File: src/rtl/core/ioxrf_pkg.sv
`default_nettype none

package ioxrf_pkg;

  localparam int unsigned REG_COUNT_DEF = 80;

  localparam logic [1:0] CMD_SET_PTR = 2'd0;
  localparam logic [1:0] CMD_WRITE   = 2'd1;
  localparam logic [1:0] CMD_READ    = 2'd2;

  localparam logic [7:0] ADDR_IN0    = 8'h00;
  localparam logic [7:0] ADDR_IN1    = 8'h01;
  localparam logic [7:0] ADDR_LATCH0 = 8'h44;
  localparam logic [7:0] ADDR_LATCH1 = 8'h45;
  localparam logic [7:0] ADDR_MASK0  = 8'h4A;
  localparam logic [7:0] ADDR_MASK1  = 8'h4B;
  localparam logic [7:0] ADDR_STAT0  = 8'h4C;
  localparam logic [7:0] ADDR_STAT1  = 8'h4D;

  localparam logic [7:0] PAIR_LO_END = 8'h07;
  localparam logic [7:0] PAIR_HI_BEG = 8'h40;
  localparam logic [7:0] PAIR_HI_END = 8'h4D;

  localparam logic [7:0] BYTE_ONES = 8'hFF;

  typedef struct packed {
    logic [1:0] cmd;
    logic [7:0] data;
    logic       last;
  } in_item_t;

  typedef struct packed {
    logic [7:0] read_data;
    logic       read_valid;
    logic       int_n;
  } out_item_t;

  typedef struct packed {
    logic capture;
    logic exec;
  } ctl_t;

  function automatic logic [7:0] reg_default(logic [7:0] a);
    logic ones;
    begin
      ones = (a == 8'h02) || (a == 8'h03) || (a == 8'h06) || (a == 8'h07) ||
             ((a >= 8'h40) && (a <= 8'h43)) || ((a >= 8'h48) && (a <= 8'h4B));
      reg_default = ones ? BYTE_ONES : 8'h00;
    end
  endfunction

  function automatic logic [7:0] advance(logic [7:0] a);
    begin
      if ((a <= PAIR_LO_END) || ((a >= PAIR_HI_BEG) && (a <= PAIR_HI_END))) begin
        advance = a ^ 8'h01;
      end else begin
        advance = a + 8'h01;
      end
    end
  endfunction

endpackage

`default_nettype wire

File: src/rtl/core/ioxrf_regmem.sv
`default_nettype none

module ioxrf_regmem #(
  parameter int unsigned REG_COUNT = ioxrf_pkg::REG_COUNT_DEF,
  localparam int unsigned AW = $clog2(REG_COUNT)
) (
  input  wire logic          clk,
  input  wire logic          rst_n,
  input  wire logic          rd_en,
  input  wire logic [AW-1:0] rd_addr,
  output logic      [7:0]    rd_data,
  input  wire logic          wr_en,
  input  wire logic [AW-1:0] wr_addr,
  input  wire logic [7:0]    wr_data
);
  import ioxrf_pkg::*;

  logic [7:0]           mem [REG_COUNT];
  logic [REG_COUNT-1:0] vld_r;
  logic [7:0]           rd_data_r;

  // unwritten entries read as their reset default
  always_ff @(posedge clk) begin
    if (rd_en) begin
      rd_data_r <= vld_r[rd_addr] ? mem[rd_addr] : reg_default(8'(rd_addr));
    end
  end

  always_ff @(posedge clk) begin
    if (wr_en) begin
      mem[wr_addr] <= wr_data;
    end
  end

  always_ff @(posedge clk) begin
    if (!rst_n) begin
      vld_r <= '0;
    end else if (wr_en) begin
      vld_r[wr_addr] <= 1'b1;
    end
  end

  assign rd_data = rd_data_r;

endmodule

`default_nettype wire

File: src/rtl/core/ioxrf_ctrl.sv
`default_nettype none

module ioxrf_ctrl (
  input  wire logic          clk,
  input  wire logic          rst_n,
  input  wire logic          in_valid,
  output logic               in_ready,
  output logic               out_valid,
  input  wire logic          out_ready,
  output ioxrf_pkg::ctl_t    ctl
);
  import ioxrf_pkg::*;

  typedef enum logic {
    S_IDLE,
    S_EXEC
  } state_t;

  state_t state_r;
  logic   out_valid_r;

  assign in_ready    = (state_r == S_IDLE);
  assign ctl.capture = in_valid && in_ready;
  assign ctl.exec    = (state_r == S_EXEC) && (!out_valid_r || out_ready);
  assign out_valid   = out_valid_r;

  always_ff @(posedge clk) begin
    if (!rst_n) begin
      state_r     <= S_IDLE;
      out_valid_r <= 1'b0;
    end else begin
      unique case (state_r)
        S_IDLE: begin
          if (out_ready) begin
            out_valid_r <= 1'b0;
          end
          if (ctl.capture) begin
            state_r <= S_EXEC;
          end
        end
        S_EXEC: begin
          if (ctl.exec) begin
            out_valid_r <= 1'b1;
            state_r     <= S_IDLE;
          end
        end
        default: begin
          state_r <= S_IDLE;
        end
      endcase
    end
  end

  // result slot must be free when a transaction completes
  a_exec_slot_free: assert property (@(posedge clk) disable iff (!rst_n)
    ctl.exec |-> (!out_valid_r || out_ready))
    else $error("execute with result slot occupied");

  a_exec_sets_valid: assert property (@(posedge clk) disable iff (!rst_n)
    ctl.exec |=> out_valid_r)
    else $error("result not presented after execute");

  a_one_in_flight: assert property (@(posedge clk) disable iff (!rst_n)
    ctl.capture |=> (!in_ready && !ctl.capture))
    else $error("second transaction accepted while one in flight");

  a_no_overlap: assert property (@(posedge clk) disable iff (!rst_n)
    !(ctl.capture && ctl.exec))
    else $error("capture and execute in the same cycle");

endmodule

`default_nettype wire

File: src/rtl/core/ioxrf_dpath.sv
`default_nettype none

module ioxrf_dpath #(
  parameter int unsigned REG_COUNT = ioxrf_pkg::REG_COUNT_DEF
) (
  input  wire logic                 clk,
  input  wire logic                 rst_n,
  input  wire ioxrf_pkg::ctl_t      ctl,
  input  wire ioxrf_pkg::in_item_t  in_item,
  output ioxrf_pkg::out_item_t      out_item
);
  import ioxrf_pkg::*;

  localparam int unsigned AW = $clog2(REG_COUNT);

  in_item_t   item_r;
  out_item_t  out_item_r, out_item_nxt;

  logic [7:0] ptr_r, ptr_nxt;
  logic [7:0] in0_r, in0_nxt, in1_r, in1_nxt;
  logic [7:0] latch0_r, latch0_nxt, latch1_r, latch1_nxt;
  logic [7:0] mask0_r, mask0_nxt, mask1_r, mask1_nxt;
  logic [7:0] stat0_r, stat0_nxt, stat1_r, stat1_nxt;
  logic [7:0] prev0_r, prev0_nxt, prev1_r, prev1_nxt;
  logic [7:0] lat0_r, lat0_nxt, lat1_r, lat1_nxt;

  logic       in_range;
  logic       ded_hit;
  logic [7:0] ded_val;
  logic       mem_wr;
  logic       do_irq;
  logic [7:0] c0, c1;
  logic [7:0] rdata;
  logic       rvalid;
  logic [7:0] mem_rd_data;

  ioxrf_regmem #(
    .REG_COUNT (REG_COUNT)
  ) u_regmem (
    .clk     (clk),
    .rst_n   (rst_n),
    .rd_en   (ctl.capture),
    .rd_addr (ptr_r[AW-1:0]),
    .rd_data (mem_rd_data),
    .wr_en   (ctl.exec && mem_wr),
    .wr_addr (ptr_r[AW-1:0]),
    .wr_data (item_r.data)
  );

  assign in_range = {1'b0, ptr_r} < 9'(REG_COUNT);

  // fixed-address registers live in flops
  always_comb begin
    ded_hit = 1'b1;
    unique case (ptr_r)
      ADDR_IN0:    ded_val = in0_r;
      ADDR_IN1:    ded_val = in1_r;
      ADDR_LATCH0: ded_val = latch0_r;
      ADDR_LATCH1: ded_val = latch1_r;
      ADDR_MASK0:  ded_val = mask0_r;
      ADDR_MASK1:  ded_val = mask1_r;
      ADDR_STAT0:  ded_val = stat0_r;
      ADDR_STAT1:  ded_val = stat1_r;
      default: begin
        ded_hit = 1'b0;
        ded_val = 8'h00;
      end
    endcase
  end

  always_comb begin
    ptr_nxt    = ptr_r;
    in0_nxt    = in0_r;
    in1_nxt    = in1_r;
    latch0_nxt = latch0_r;
    latch1_nxt = latch1_r;
    mask0_nxt  = mask0_r;
    mask1_nxt  = mask1_r;
    stat0_nxt  = stat0_r;
    stat1_nxt  = stat1_r;
    prev0_nxt  = prev0_r;
    prev1_nxt  = prev1_r;
    lat0_nxt   = lat0_r;
    lat1_nxt   = lat1_r;
    mem_wr     = 1'b0;
    do_irq     = 1'b0;
    rdata      = 8'h00;
    rvalid     = 1'b0;
    c0         = 8'h00;
    c1         = 8'h00;

    unique case (item_r.cmd)
      CMD_SET_PTR: begin
        ptr_nxt = item_r.data;
        do_irq  = item_r.last;
      end
      CMD_WRITE: begin
        if (in_range) begin
          unique case (ptr_r)
            ADDR_IN0:    in0_nxt    = item_r.data;
            ADDR_IN1:    in1_nxt    = item_r.data;
            ADDR_LATCH0: latch0_nxt = item_r.data;
            ADDR_LATCH1: latch1_nxt = item_r.data;
            ADDR_MASK0:  mask0_nxt  = item_r.data;
            ADDR_MASK1:  mask1_nxt  = item_r.data;
            ADDR_STAT0:  stat0_nxt  = item_r.data;
            ADDR_STAT1:  stat1_nxt  = item_r.data;
            default:     mem_wr     = 1'b1;
          endcase
          ptr_nxt = advance(ptr_r);
        end
        do_irq = item_r.last;
      end
      CMD_READ: begin
        if (in_range) begin
          rdata  = ded_hit ? ded_val : mem_rd_data;
          rvalid = 1'b1;
          if ((ptr_r == ADDR_IN0) || (ptr_r == ADDR_IN1)) begin
            prev0_nxt = in0_r;
            prev1_nxt = in1_r;
            lat0_nxt  = 8'h00;
            lat1_nxt  = 8'h00;
            stat0_nxt = 8'h00;
            stat1_nxt = 8'h00;
          end
          ptr_nxt = advance(ptr_r);
        end
      end
      default: begin
      end
    endcase

    // end of write message: fold unmasked input changes into status
    if (do_irq) begin
      c0        = (in0_nxt ^ prev0_r) & ~mask0_nxt;
      c1        = (in1_nxt ^ prev1_r) & ~mask1_nxt;
      lat0_nxt  = (|latch0_nxt) ? (lat0_r | c0) : c0;
      lat1_nxt  = (|latch1_nxt) ? (lat1_r | c1) : c1;
      stat0_nxt = lat0_nxt;
      stat1_nxt = lat1_nxt;
    end

    out_item_nxt.read_data  = rdata;
    out_item_nxt.read_valid = rvalid;
    out_item_nxt.int_n      = ~|(lat0_nxt | lat1_nxt);
  end

  always_ff @(posedge clk) begin
    if (ctl.capture) begin
      item_r <= in_item;
    end
    if (ctl.exec) begin
      out_item_r <= out_item_nxt;
    end
  end

  always_ff @(posedge clk) begin
    if (!rst_n) begin
      ptr_r    <= 8'h00;
      in0_r    <= 8'h00;
      in1_r    <= 8'h00;
      latch0_r <= 8'h00;
      latch1_r <= 8'h00;
      mask0_r  <= BYTE_ONES;
      mask1_r  <= BYTE_ONES;
      stat0_r  <= 8'h00;
      stat1_r  <= 8'h00;
      prev0_r  <= 8'h00;
      prev1_r  <= 8'h00;
      lat0_r   <= 8'h00;
      lat1_r   <= 8'h00;
    end else if (ctl.exec) begin
      ptr_r    <= ptr_nxt;
      in0_r    <= in0_nxt;
      in1_r    <= in1_nxt;
      latch0_r <= latch0_nxt;
      latch1_r <= latch1_nxt;
      mask0_r  <= mask0_nxt;
      mask1_r  <= mask1_nxt;
      stat0_r  <= stat0_nxt;
      stat1_r  <= stat1_nxt;
      prev0_r  <= prev0_nxt;
      prev1_r  <= prev1_nxt;
      lat0_r   <= lat0_nxt;
      lat1_r   <= lat1_nxt;
    end
  end

  assign out_item = out_item_r;

endmodule

`default_nettype wire

File: src/rtl/core/io_expander_register_file_core.sv
`default_nettype none

// Channel   Direction  Handshake           Payload
// in_       input      in_valid/in_ready   in_item  (cmd, data, last)
// out_      output     out_valid/out_ready out_item (read_data, read_valid, int_n)
//
// Each transaction passes an accept state, then an execute state, paced by the
// registered read port of the register memory.
// One transaction in flight; execute waits while the result register is full.
// rst_n is synchronous; per-entry valid bits give the reset defaults, so no
// clearing pass is needed and a transaction may be accepted right after reset.
// out_ready low holds the result and, once the next transaction is taken, in_ready.

module io_expander_register_file_core #(
  parameter int unsigned REG_COUNT = ioxrf_pkg::REG_COUNT_DEF
) (
  input  wire logic                 clk,
  input  wire logic                 rst_n,
  input  wire logic                 in_valid,
  output logic                      in_ready,
  input  wire ioxrf_pkg::in_item_t  in_item,
  output logic                      out_valid,
  input  wire logic                 out_ready,
  output ioxrf_pkg::out_item_t      out_item
);
  import ioxrf_pkg::*;

  ctl_t ctl;

  ioxrf_ctrl u_ctrl (
    .clk       (clk),
    .rst_n     (rst_n),
    .in_valid  (in_valid),
    .in_ready  (in_ready),
    .out_valid (out_valid),
    .out_ready (out_ready),
    .ctl       (ctl)
  );

  ioxrf_dpath #(
    .REG_COUNT (REG_COUNT)
  ) u_dpath (
    .clk      (clk),
    .rst_n    (rst_n),
    .ctl      (ctl),
    .in_item  (in_item),
    .out_item (out_item)
  );

endmodule

`default_nettype wire
File: config.mk
export PLATFORM = sky130hd
export DESIGN_NAME = io_expander_register_file_core
export DESIGN_NICKNAME = d
export VERILOG_FILES = /design/src/rtl/core/ioxrf_pkg.sv /design/src/rtl/core/ioxrf_regmem.sv /design/src/rtl/core/ioxrf_ctrl.sv /design/src/rtl/core/ioxrf_dpath.sv /design/src/rtl/core/io_expander_register_file_core.sv
export SDC_FILE = /design/constraint.sdc
export NUM_CORES = 1
export LEC_CHECK = 0
export BUFFER_PORTS_ARGS = -buffer_cell sky130_fd_sc_hd__clkbuf_2
export CAP_MARGIN = 20
export CELL_PAD_IN_SITES_DETAIL_PLACEMENT = 0
export CELL_PAD_IN_SITES_GLOBAL_PLACEMENT = 2
export CORE_MARGIN = 2
export CORE_UTILIZATION = 45
export CTS_BUF_LIST = sky130_fd_sc_hd__clkbuf_4 sky130_fd_sc_hd__clkbuf_8
export DETAILED_ROUTE_END_ITERATION = 12
export GPL_TIMING_DRIVEN = 0
export PLACE_DENSITY = 0.8
export SLEW_MARGIN = 20
export SYNTH_ARGS = -nofsm -noshare
export SYNTH_HDL_FRONTEND = slang
export SYNTH_HIERARCHICAL = 1
export SYNTH_SLANG_ARGS = --single-unit
File: constraint.sdc
create_clock -name clk -period 4.07 [get_ports clk]
set_clock_uncertainty 0.05 [all_clocks]
set_input_delay 0.6105 -clock clk [delete_from_list [all_inputs] [get_ports clk]]
set_output_delay 0.6105 -clock clk [all_outputs]
set_load 0.1 [all_outputs]
# ---- After elaboration in Yosys (flattened, before gate mapping)
# Memories as Yosys holds them, arrays and structs flattened.
# Index checks and enable logic that the tools add are counted.
dict set report op_classes {
  div 0
  multipliers 0
  addsub 1
  shift 0
  bitwise_logic 12
  n_eq_ne 22
  order_cmp 10
  reduce_logical 34
  muxes 63
}
# op count
set op_table {}
lappend op_table {{two-way mux 8 bit} 41}
lappend op_table {{bitwise OR 80 bit} 1}
lappend op_table {{one-hot mux 8 bit (8 select lines)} 1}
lappend op_table {{== test 8 x 7 -> 1 bit, second input constant} 6}
lappend op_table {{one-hot mux 8 bit (2 select lines)} 3}
lappend op_table {{OR reduction 8 bit} 4}
lappend op_table {{bitwise OR 8 bit} 3}
lappend op_table {{AND 8 bit} 2}
lappend op_table {{NOT 8 bit} 2}
lappend op_table {{XOR 8 bit} 2}
lappend op_table {{== test 7 x 2 -> 1 bit, second input constant} 2}
lappend op_table {{== test 7 x 3 -> 1 bit, second input constant} 2}
lappend op_table {{>= comparator 7 bit, second input constant} 2}
lappend op_table {{less-or-equal comparator 7 bit, second input constant} 2}
lappend op_table {{two-way mux 1 bit} 14}
lappend op_table {{AND reduction 6 bit} 2}
lappend op_table {{inequality test 3 x 1 -> 1 bit, second input constant} 3}
lappend op_table {{adder 8 x 1 -> 8 bit, second input constant} 1}
lappend op_table {{== test 8 x 1 -> 1 bit, second input constant} 1}
lappend op_table {{>= comparator 8 x 7 -> 1 bit, second input constant} 1}
lappend op_table {{less-or-equal comparator 8 x 3 -> 1 bit, second input constant} 1}
lappend op_table {{less-or-equal comparator 8 x 7 -> 1 bit, second input constant} 1}
lappend op_table {{logical NOT 8 bit} 1}
lappend op_table {{logical OR 1 bit} 8}
lappend op_table {{other kinds (21)} 36}
dict set report word_totals {
  elab_cells 167
  reg_bits 215
  inputBits 15
  rom_bits 0
  ramBits 640
  latch_bits 0
  memories 1
}
# name words width rd rd_ports_with_merged_regs write_ports line_no
set mem_list {}
lappend mem_list {u_dpath.u_regmem.mem 80 8 1 0 1 ioxrf_regmem.sv:18} ;# logic [7:0] mem [REG_COUNT];

# ---- Depth between registers and ports, before layout
# Gate-level depths: netlist (run 1).
dict set report depth {
  word_depth 12
  ltp_mapped 13
  mapped_depth_nobuf 9
}

# ---- Hierarchy
# Netlist (run 1), hierarchy kept.
# module cells_each instances area_each_um2
set modules_own_cells {}
lappend modules_own_cells {ioxrf_regmem 1330 1 28014.4}
lappend modules_own_cells {ioxrf_dpath 744 1 6545.0}
lappend modules_own_cells {ioxrf_ctrl 9 1 102.6}

# ---- Worst setup path before layout (run 1)
# Ideal clock, no wire load.
dict set report synth_path {
  kind {register to register}
  start {register u_ctrl.out_valid_r, in the netlist u_ctrl/out_valid}
  end {memory u_dpath.u_regmem.mem[27][0], enable pin}
  setup_time_ns 0.374
  path_stages_with_launch 12
  arrival_ns 3.438
  path_buffers 5
  setup_slack_ns 0.209
  period_less_slack_ns 3.861
  cell_sequence {dfxtp_1 nand2b_4 and2_1 clkbuf_1 buf_1 clkbuf_1 and4_1 clkbuf_1 nor2b_1 clkbuf_1 nand3_1 nor2_1}
}
# item line_no
set synth_rtl {}
lappend synth_rtl {{start: declaration} ioxrf_ctrl.sv:20} ;# logic out_valid_r;
lappend synth_rtl {{start signal: assignment} ioxrf_ctrl.sv:30} ;# out_valid_r <= 1'b0;
lappend synth_rtl {{start signal: assignment} ioxrf_ctrl.sv:35} ;# out_valid_r <= 1'b0;
lappend synth_rtl {{start signal: assignment} ioxrf_ctrl.sv:43} ;# out_valid_r <= 1'b1;
lappend synth_rtl {{end: declaration} ioxrf_regmem.sv:18}

# ---- Worst setup path after layout (run 1)
dict set report layout_path {
  start {register u_dpath.ptr_r[5]}
  end {memory u_dpath.u_regmem.mem[12][6], enable pin}
}
dict set report layout_via {
  elab_chain_cells 8
  elab_cells_between_ends 16
  cone_classes {order compare: 1; eq/ne: 7; mux: 5; reduce/logical: 3}
}
# item line_no
set layout_rtl {}
lappend layout_rtl {{start: declaration} ioxrf_dpath.sv:19} ;# logic [7:0] ptr_r, ptr_nxt;
lappend layout_rtl {{start signal: assignment} ioxrf_dpath.sv:173} ;# ptr_r <= ptr_nxt;
lappend layout_rtl {{== test 8 x 7 -> 1 bit (tied with other cells)} ioxrf_dpath.sv:99} ;# unique case (ptr_r)
lappend layout_rtl {{OR reduction 8 bit (no source line)} n/a}
lappend layout_rtl {{two-way mux 1 bit} ioxrf_dpath.sv:99}
lappend layout_rtl {{two-way mux 1 bit} ioxrf_dpath.sv:98} ;# if (in_range) begin
lappend layout_rtl {{two-way mux 1 bit} ioxrf_dpath.sv:92} ;# unique case (item_r.cmd)
lappend layout_rtl {{logical AND 1 bit} ioxrf_dpath.sv:45} ;# .wr_en (ctl.exec && mem_wr),
lappend layout_rtl {{two-way mux 1 bit} ioxrf_regmem.sv:30} ;# if (wr_en) begin
lappend layout_rtl {{two-way mux 1 bit (implied by the code)} ioxrf_regmem.sv:31} ;# mem[wr_addr] <= wr_data;
# Parallel ways exist; a longest one is shown, timed or not.

==> results.md, run 1 <==
* Status: finished, violations left
* Failing checks: setup timing
* Layout cell share with drive strength beyond 1 at 27.9%
* Setup ws final at -112 ps
* Final Max Tran Viols at 0
* Cells after Synth at 2083
* Fin Hold WS at 99.8 ps
* Metal3 WL at 6.66 mm
* Final critical-path required period at 4180 ps
* Initial Util at 45.6%
* CTS tree: done
* Final #Nets at 2341
* CP max FO at 10
* Register area share after synthesis at 68.7%
* CP Capture Type: flip-flop
* Max Fclk at 239 MHz
* Post-Syn Area at 0.0347 sq mm
* Async SR Flop Fraction at 0%
* RSZ-0062 raised after global routing: yes
* Non-filler cells, final at 3462
* DRC viols at 0
* Arr. time, crit path at 4530 ps
* Num CTS Buffers at 141
* Count of final setup violators at 215
* Syn Nets at 2106
* CP required at 4420 ps
* Warnings from Yosys at 6
* Final GP Congestion at 0.998
* Period utilization at 103%
* Vias in the first global route at 20700
* Critical path type: flip-flop to flip-flop
* Synth area leaders: edfxtp_1 (58%), mux4_2 (12%), dfxtp_1 (11%), mux2i_1 (2.6%), o21a_1 (1.9%)
* Uppermost layer routed: met4
* Site Rows at 101
* Root Buffer: clkbuf_8
* Post-DP Area at 0.0366 sq mm
* H-Tree Depth at 4
* IO Pins at 27
* Worst min-delay path class: primary input to flip-flop
* Min-delay src: out_ready
* Relative slew slack at 30.9%
* WL/cell at 26.7 microns
* Design Area, Final at 0.0406 sq mm
* Max-cap violations at 0
* FF+latch count, synth at 855
* Dpl hpwl at 63.0 mm
* Top cell type by total area after synthesis: edfxtp_1
* Initial antenna violation count at 1
* Mean post-synth cell area at 16.6 sq um
* Via count at 20400
* P_leak at 13.1 nW
* Met2 wire length at 44.0 mm
* Clk_lat worst skew at 800 ps
* Clock Pin Slew Worst Setup and Hold Paths at 60 ps
* Max Buffers Root-to-Sink at 3
* Worst R2R Start: u_dpath/ptr_r[5]
* Unique masters post-synth at 74
* Synth-to-Final Area Change at 17.1%
* Wire length on met1 at 39.2 mm
* DR pass1 iterations at 7
* Vias per cell at 5.90
* R2r setup slk at -110 ps
* Worst slew pin tran at 1030 ps
* Post-route antenna net violation count at 0
* CTS Sinks at 855
* Overall power at 18.4 mW
* Global-route wire length before repair at 135 mm
* Die area at 0.0793 sq mm
* DRT iter0 DRCs at 2173
* Final Hold Viols at 0
* Largest net degree at the start of global routing at 29
* Port Buffers at 26
* Worst setup SP type: flip-flop
* Main synth FF type: edfxtp_1
* Final wirelength at 92.5 mm
* Die Ht at 282 microns
* Die width at 282 microns
* P per Cell Area at 453 mW/mm^2
* Total grt overflow at 0
* Core Util, Final at 53.3%
* Number of synthesized flops with an enable pin at 669
* GRT Util Overall at 23.6%
* Crit. Startpoint: u_dpath/ptr_r[5]
* Placed Instances at 3169
* Core area at 0.0761 sq mm
* Post-synth top area share at 58.0%
* Max IR drop VDD at 431 uV
## cells in the mapped netlist (16+ instances only)
cell type  count
dfxtp_1      186
clkbuf_1      66
edfxtp_1     669
nand2_1      122
inv_1         17
a222oi_1      16
mux4_2       180
nand3_1       72
nor2_1       108
and3_1        17
a31oi_1       21
o22ai_1       18
o21ai_0       43
o21a_1        88
mux2i_1       90
a21boi_0      17
a21oi_1       37
a22oi_1       28
nor2b_1       45
buf_2         26
## layer usage
layer	global-route usage, %	vias up
met5	0	-
met4	8.57	0
met3	4.93	166
met2	37.2	850
met1	32.7	10600
li1	-	8838
## flip-flops by register name, summed over array words and instances (netlist names), 10 cells and up
| name | count |
|---|---|
| u_dpath/item_r | 11 |
| u_dpath/out_item | 10 |
| u_dpath/u_regmem/mem | 640 |
| u_dpath/u_regmem/vld_r | 80 |
## placed cells by master, fill, tap and decap left out, types with 45 or more instances in the layout
| cell | count |
|---|---|
| nor2_4 | 64 |
| mux4_2 | 180 |
| clkbuf_8 | 151 |
| mux2i_1 | 90 |
| clkbuf_1 | 58 |
| dfxtp_1 | 180 |
| nand2_1 | 119 |
| nor2b_1 | 45 |
| edfxtp_1 | 669 |
| clkbuf_4 | 59 |
| nand3_1 | 68 |
| o21a_1 | 88 |
## path summary, 6_finish.rpt
path                                               endpoint  cells past startpoint
worst max register to register  u_dpath/u_regmem/mem[12][6]                     10
worst min register to register   u_dpath/u_regmem/vld_r[78]                      1
worst max-delay path            u_dpath/u_regmem/mem[12][6]                     10
worst min-delay path                         u_ctrl/state_r                      3
## cells by family after synthesis
group	share of synthesized area, %
xor+xnor	0.152
mux	15.2
simple gates	6.40
compound gates	7.06
fa+ha+maj	0.289
buf+inv	2.18
flops	68.7
## timing repair
item / 4_1_cts / 5_1_grt
setup endpoints to repair: 728 / 610
pin swaps: 18 / 9
endpoints found under the hold margin: 11 / 0
resized for setup: 164 / 24
hold buffers: 11 / 0
cloned: 2 / 0
buffers inserted: 17 / 7
## layout make-up
class / instances / area (sq um)
multi-input combinational: 1081 / 10700
fill: 6127 / 35500
clock inverter: 46 / 348
inverter: 18 / 67.6
tap: 1030 / 1290
sequential: 855 / 23800
clock buffer: 209 / 2510
buffer: 130 / 704
timing repair buffer: 91 / 1120
antenna: 2 / 5.00
## power breakdown
| part | internal, mW | switching, mW |
|---|---|---|
| clock | 4.22 | 3.34 |
| combinational | 0.464 | 0.822 |
| sequential | 9.46 | 0.0595 |
| total | 14.1 | 4.22 |
## through the flow
step / setup TNS [ps] / setup WS, ps
3_5_place_dp: -1090030 / -1910
5_1_grt: -50350 / -284
3_3_place_gp: -1089190 / -1870
6_report: -11510 / -112
4_1_cts: -18950 / -140
2_1_floorplan: 0 / 209
## worst max-delay path: stages (launching register included)
cell and delay [ps]:
dfxtp_2 470, buf_2 280, or3_4 170, buf_6 120, nor4_1 80, o32a_1 420, nor3_4 350, and4_1 270
clkbuf_1 240, nand3_2 620, nor2_2 730
Power figures use the tool's default switching activity.
==> run 2: changes to the inputs <==
==> constraint.sdc (replaced) <==
create_clock -name clk -period 4.69 [get_ports clk]
set_clock_uncertainty 0.05 [all_clocks]
set_input_delay 0.7035 -clock clk [delete_from_list [all_inputs] [get_ports clk]]
set_output_delay 0.7035 -clock clk [all_outputs]
set_load 0.1 [all_outputs]
==> run 2 against run 1 <==
Against the previous run:
- the flow now finishes without violations
- clock power fell by 13%
- non-clock buffer count down 29
- global-route usage is 0.20 points lower
- wire length is 0.96% lower
- final cell count is 0.90% lower
- maximum frequency down 8.2%
- critical path depth rose by 1
- setup slack gained 250 ps
- sequential share of layout area is 0.91 points higher
- register-to-register slack gained 250 ps
- flip-flop and latch count did not move
==> results.md, run 2 (synthesized netlist as in run 1, its figures left out) <==
* Dpl ws at -1380 ps (+527 ps)
* Top flop regs: u_dpath/u_regmem/mem (640), u_dpath/u_regmem/vld_r (80), u_dpath/item_r (11)
* Initial antenna violation count at 1 (unchanged)
* Most frequent cells in the layout: edfxtp_1 (669), dfxtp_1 (185), mux4_2 (180)
* Period utilization at 97.1% (-5.6 points)
* Max Fclk at 220 MHz (-8.2%)
* Arr. time, crit path at 4930 ps (+400 ps)
* Dpl hpwl at 63.0 mm (unchanged)
* Design Area, Final at 0.0400 sq mm (-1.6%)
* Most frequent CP cell: clkbuf_1
* CP Capture Type: flip-flop
* RSZ-0062 raised after global routing: yes
* Clk_lat worst skew at 800 ps (about the same)
* Final Hold Viols at 0 (unchanged)
* DRC viols at 0 (unchanged)
* Worst setup SP type: flip-flop
* Setup ws final at 136 ps (+248 ps)
* Num CTS Buffers at 141 (unchanged)
* Max-cap violations at 0 (unchanged)
* CP required at 5070 ps (+650 ps)
* Commonest non-fill, non-tap cell in the layout: edfxtp_1
* Area taken by multi-input logic gates at 0.0105 sq mm (-1.6%)
* Critical path type: flip-flop to flip-flop
* R2R cell count at 11 (+1)
* Crit path buf inv count at 4 (+1)
* Vias in the first global route at 20400 (-1.3%)
* Synth-to-Final Area Change at 15.3%
* Setup TNS at 0 ps (+11510 ps)
* Final wirelength at 91.6 mm (-0.96%)
* Worst min-delay path class: primary input to flip-flop
* DR pass1 iterations at 7 (unchanged)
* Worst R2R Start: u_dpath/ptr_r[6]
* Port Buffers at 26 (unchanged)
* Worst slew pin tran at 1040 ps (+7.12 ps)
* Slowest CP cell: dfxtp_1
* Initial Util at 45.6% (unchanged)
* Stages on worst setup path at 11 (+1)
* Status: finished, final reports clean
* Crit path max-delay family: simple AND/OR/NAND/NOR gates
* Most flop-heavy register: u_dpath/u_regmem/mem
* CP max FO at 15 (+5)
* Die area at 0.0793 sq mm (unchanged)
* Post-route antenna net violation count at 0 (unchanged)
* Fin Hold WS at 76.4 ps (-23.3 ps)
* Overall power at 15.9 mW (-13%)
* H-Tree Depth at 4 (unchanged)
* Post-DP Area at 0.0366 sq mm (unchanged)
* GRT Util Overall at 23.4% (-0.20 points)
* Relative slew slack at 30.4% (-0.48 points)
* CTS tree: done
* Die Ht at 282 microns (unchanged)
* IO Pins at 27 (unchanged)
* Crit. Startpoint: u_dpath/ptr_r[6]
* Hold path depth at 1 (-2)
* Final Max Tran Viols at 0 (unchanged)
* Crit path cell chain: clkbuf_1, and2_1, and4_1, clkbuf_1, nor3_4, and4_1, clkbuf_1, nor2b_1, clkbuf_1, nand2_2, nor2_4
* Min-delay src: in_item[7]
* Count of final setup violators at 0 (-100%)
* CP max stage delay at 580 ps (-150 ps)
* CTS Sinks at 855 (unchanged)
* Layout cell share with drive strength beyond 1 at 26.5% (-1.4 points)
* Via count at 20300 (-0.47%)
* Max IR drop VDD at 375 uV (-13%)
* DRT iter0 DRCs at 2245 (+3.3%)
* Total grt overflow at 0 (unchanged)
* WL/cell at 26.7 microns (about the same)
* Root Buffer: clkbuf_8
* Clock Pin Slew Worst Setup and Hold Paths at 70 ps (about the same)
* Vias per cell at 5.92 (+0.43%)
* P per Cell Area at 398 mW/mm^2 (-12%)
* FF/Latch Area at 0.0238 sq mm (about the same)
* Die width at 282 microns (unchanged)
* Largest net degree at the start of global routing at 29 (unchanged)
* Final GP Congestion at 0.998 (unchanged)
* Max Buffers Root-to-Sink at 3 (unchanged)
* Fillers at 6193 (+1.1%)
* Final critical-path required period at 4550 ps (+372 ps)
* Core area at 0.0761 sq mm (unchanged)
* Global-route wire length before repair at 134 mm (-0.93%)
* Final #Nets at 2310 (-1.3%)
* P_leak at 12.8 nW (-1.8%)
* Site Rows at 101 (unchanged)
* Max FFs per register at 640 (unchanged)
## run 2: changes by cell type in the layout (fill, tap and decap cells not counted), sizes merged
cell | previous run | this run
clkbuf | 303 | 305
dlygate4sd3 | 11 | 3
buf | 116 | 93
nor2 | 110 | 108
## run 2: per-layer routing
| metal | routed length [microns] | GRT usage (%) | vias to the layer above | share of wire [%] |
|---|---|---|---|---|
| met5 | 0 | 0 | - | 0 |
| met4 | 2280 | 7.61 | 0 | 2.5 |
| met3 | 6910 | 5.08 | 162 | 7.5 |
| met2 | 43200 | 36.8 | 908 | 47 |
| met1 | 39200 | 32.8 | 10500 | 43 |
| li1 | - | - | 8768 | - |
## run 2: timing repair
action,CTS,global route
endpoints found under the setup margin,720,572
gates resized for setup,77,54
hold endpoints to repair,3,0
cloned,0,0
setup buffers,1,1
pin swaps,0,1
hold buffers,3,0
## run 2: power breakdown
group / internal [mW] / leakage, nW / total, mW / switching [mW]
Combinational: 0.395 / 3.77 / 1.10 / 0.707
Sequential: 8.21 / 7.53 / 8.26 / 0.0515
Clock: 3.66 / 1.52 / 6.56 / 2.90
## run 2: layout make-up
class | count | share of cell area (%)
Timing Repair Buffer | 61 | 1.69
Antenna cell | 2 | 0.0125
Inverter | 18 | 0.169
Buffer | 131 | 1.73
Multi-Input combinational cell | 1079 | 26.4
Clock buffer | 209 | 6.29
Sequential cell | 855 | 59.6
Clock inverter | 46 | 0.871
Tap cell | 1030 | 3.23
## run 2: path summary, 6_finish.rpt
kind,endpoint,slack [ps]
min reg2reg,u_dpath/u_regmem/vld_r[30],410
max,u_dpath/u_regmem/mem[9][6],140
min,u_dpath/item_r[7],80
max reg2reg,u_dpath/u_regmem/mem[9][6],140
## run 2: metrics by stage
step                      utilization (%)  instances
after global routing                 52.5       3431
final                                52.5       3431
after global placement               47.4       3139
after floorplan                         -       2083
after detailed placement             48.1       3169
after CTS                            52.2       3428
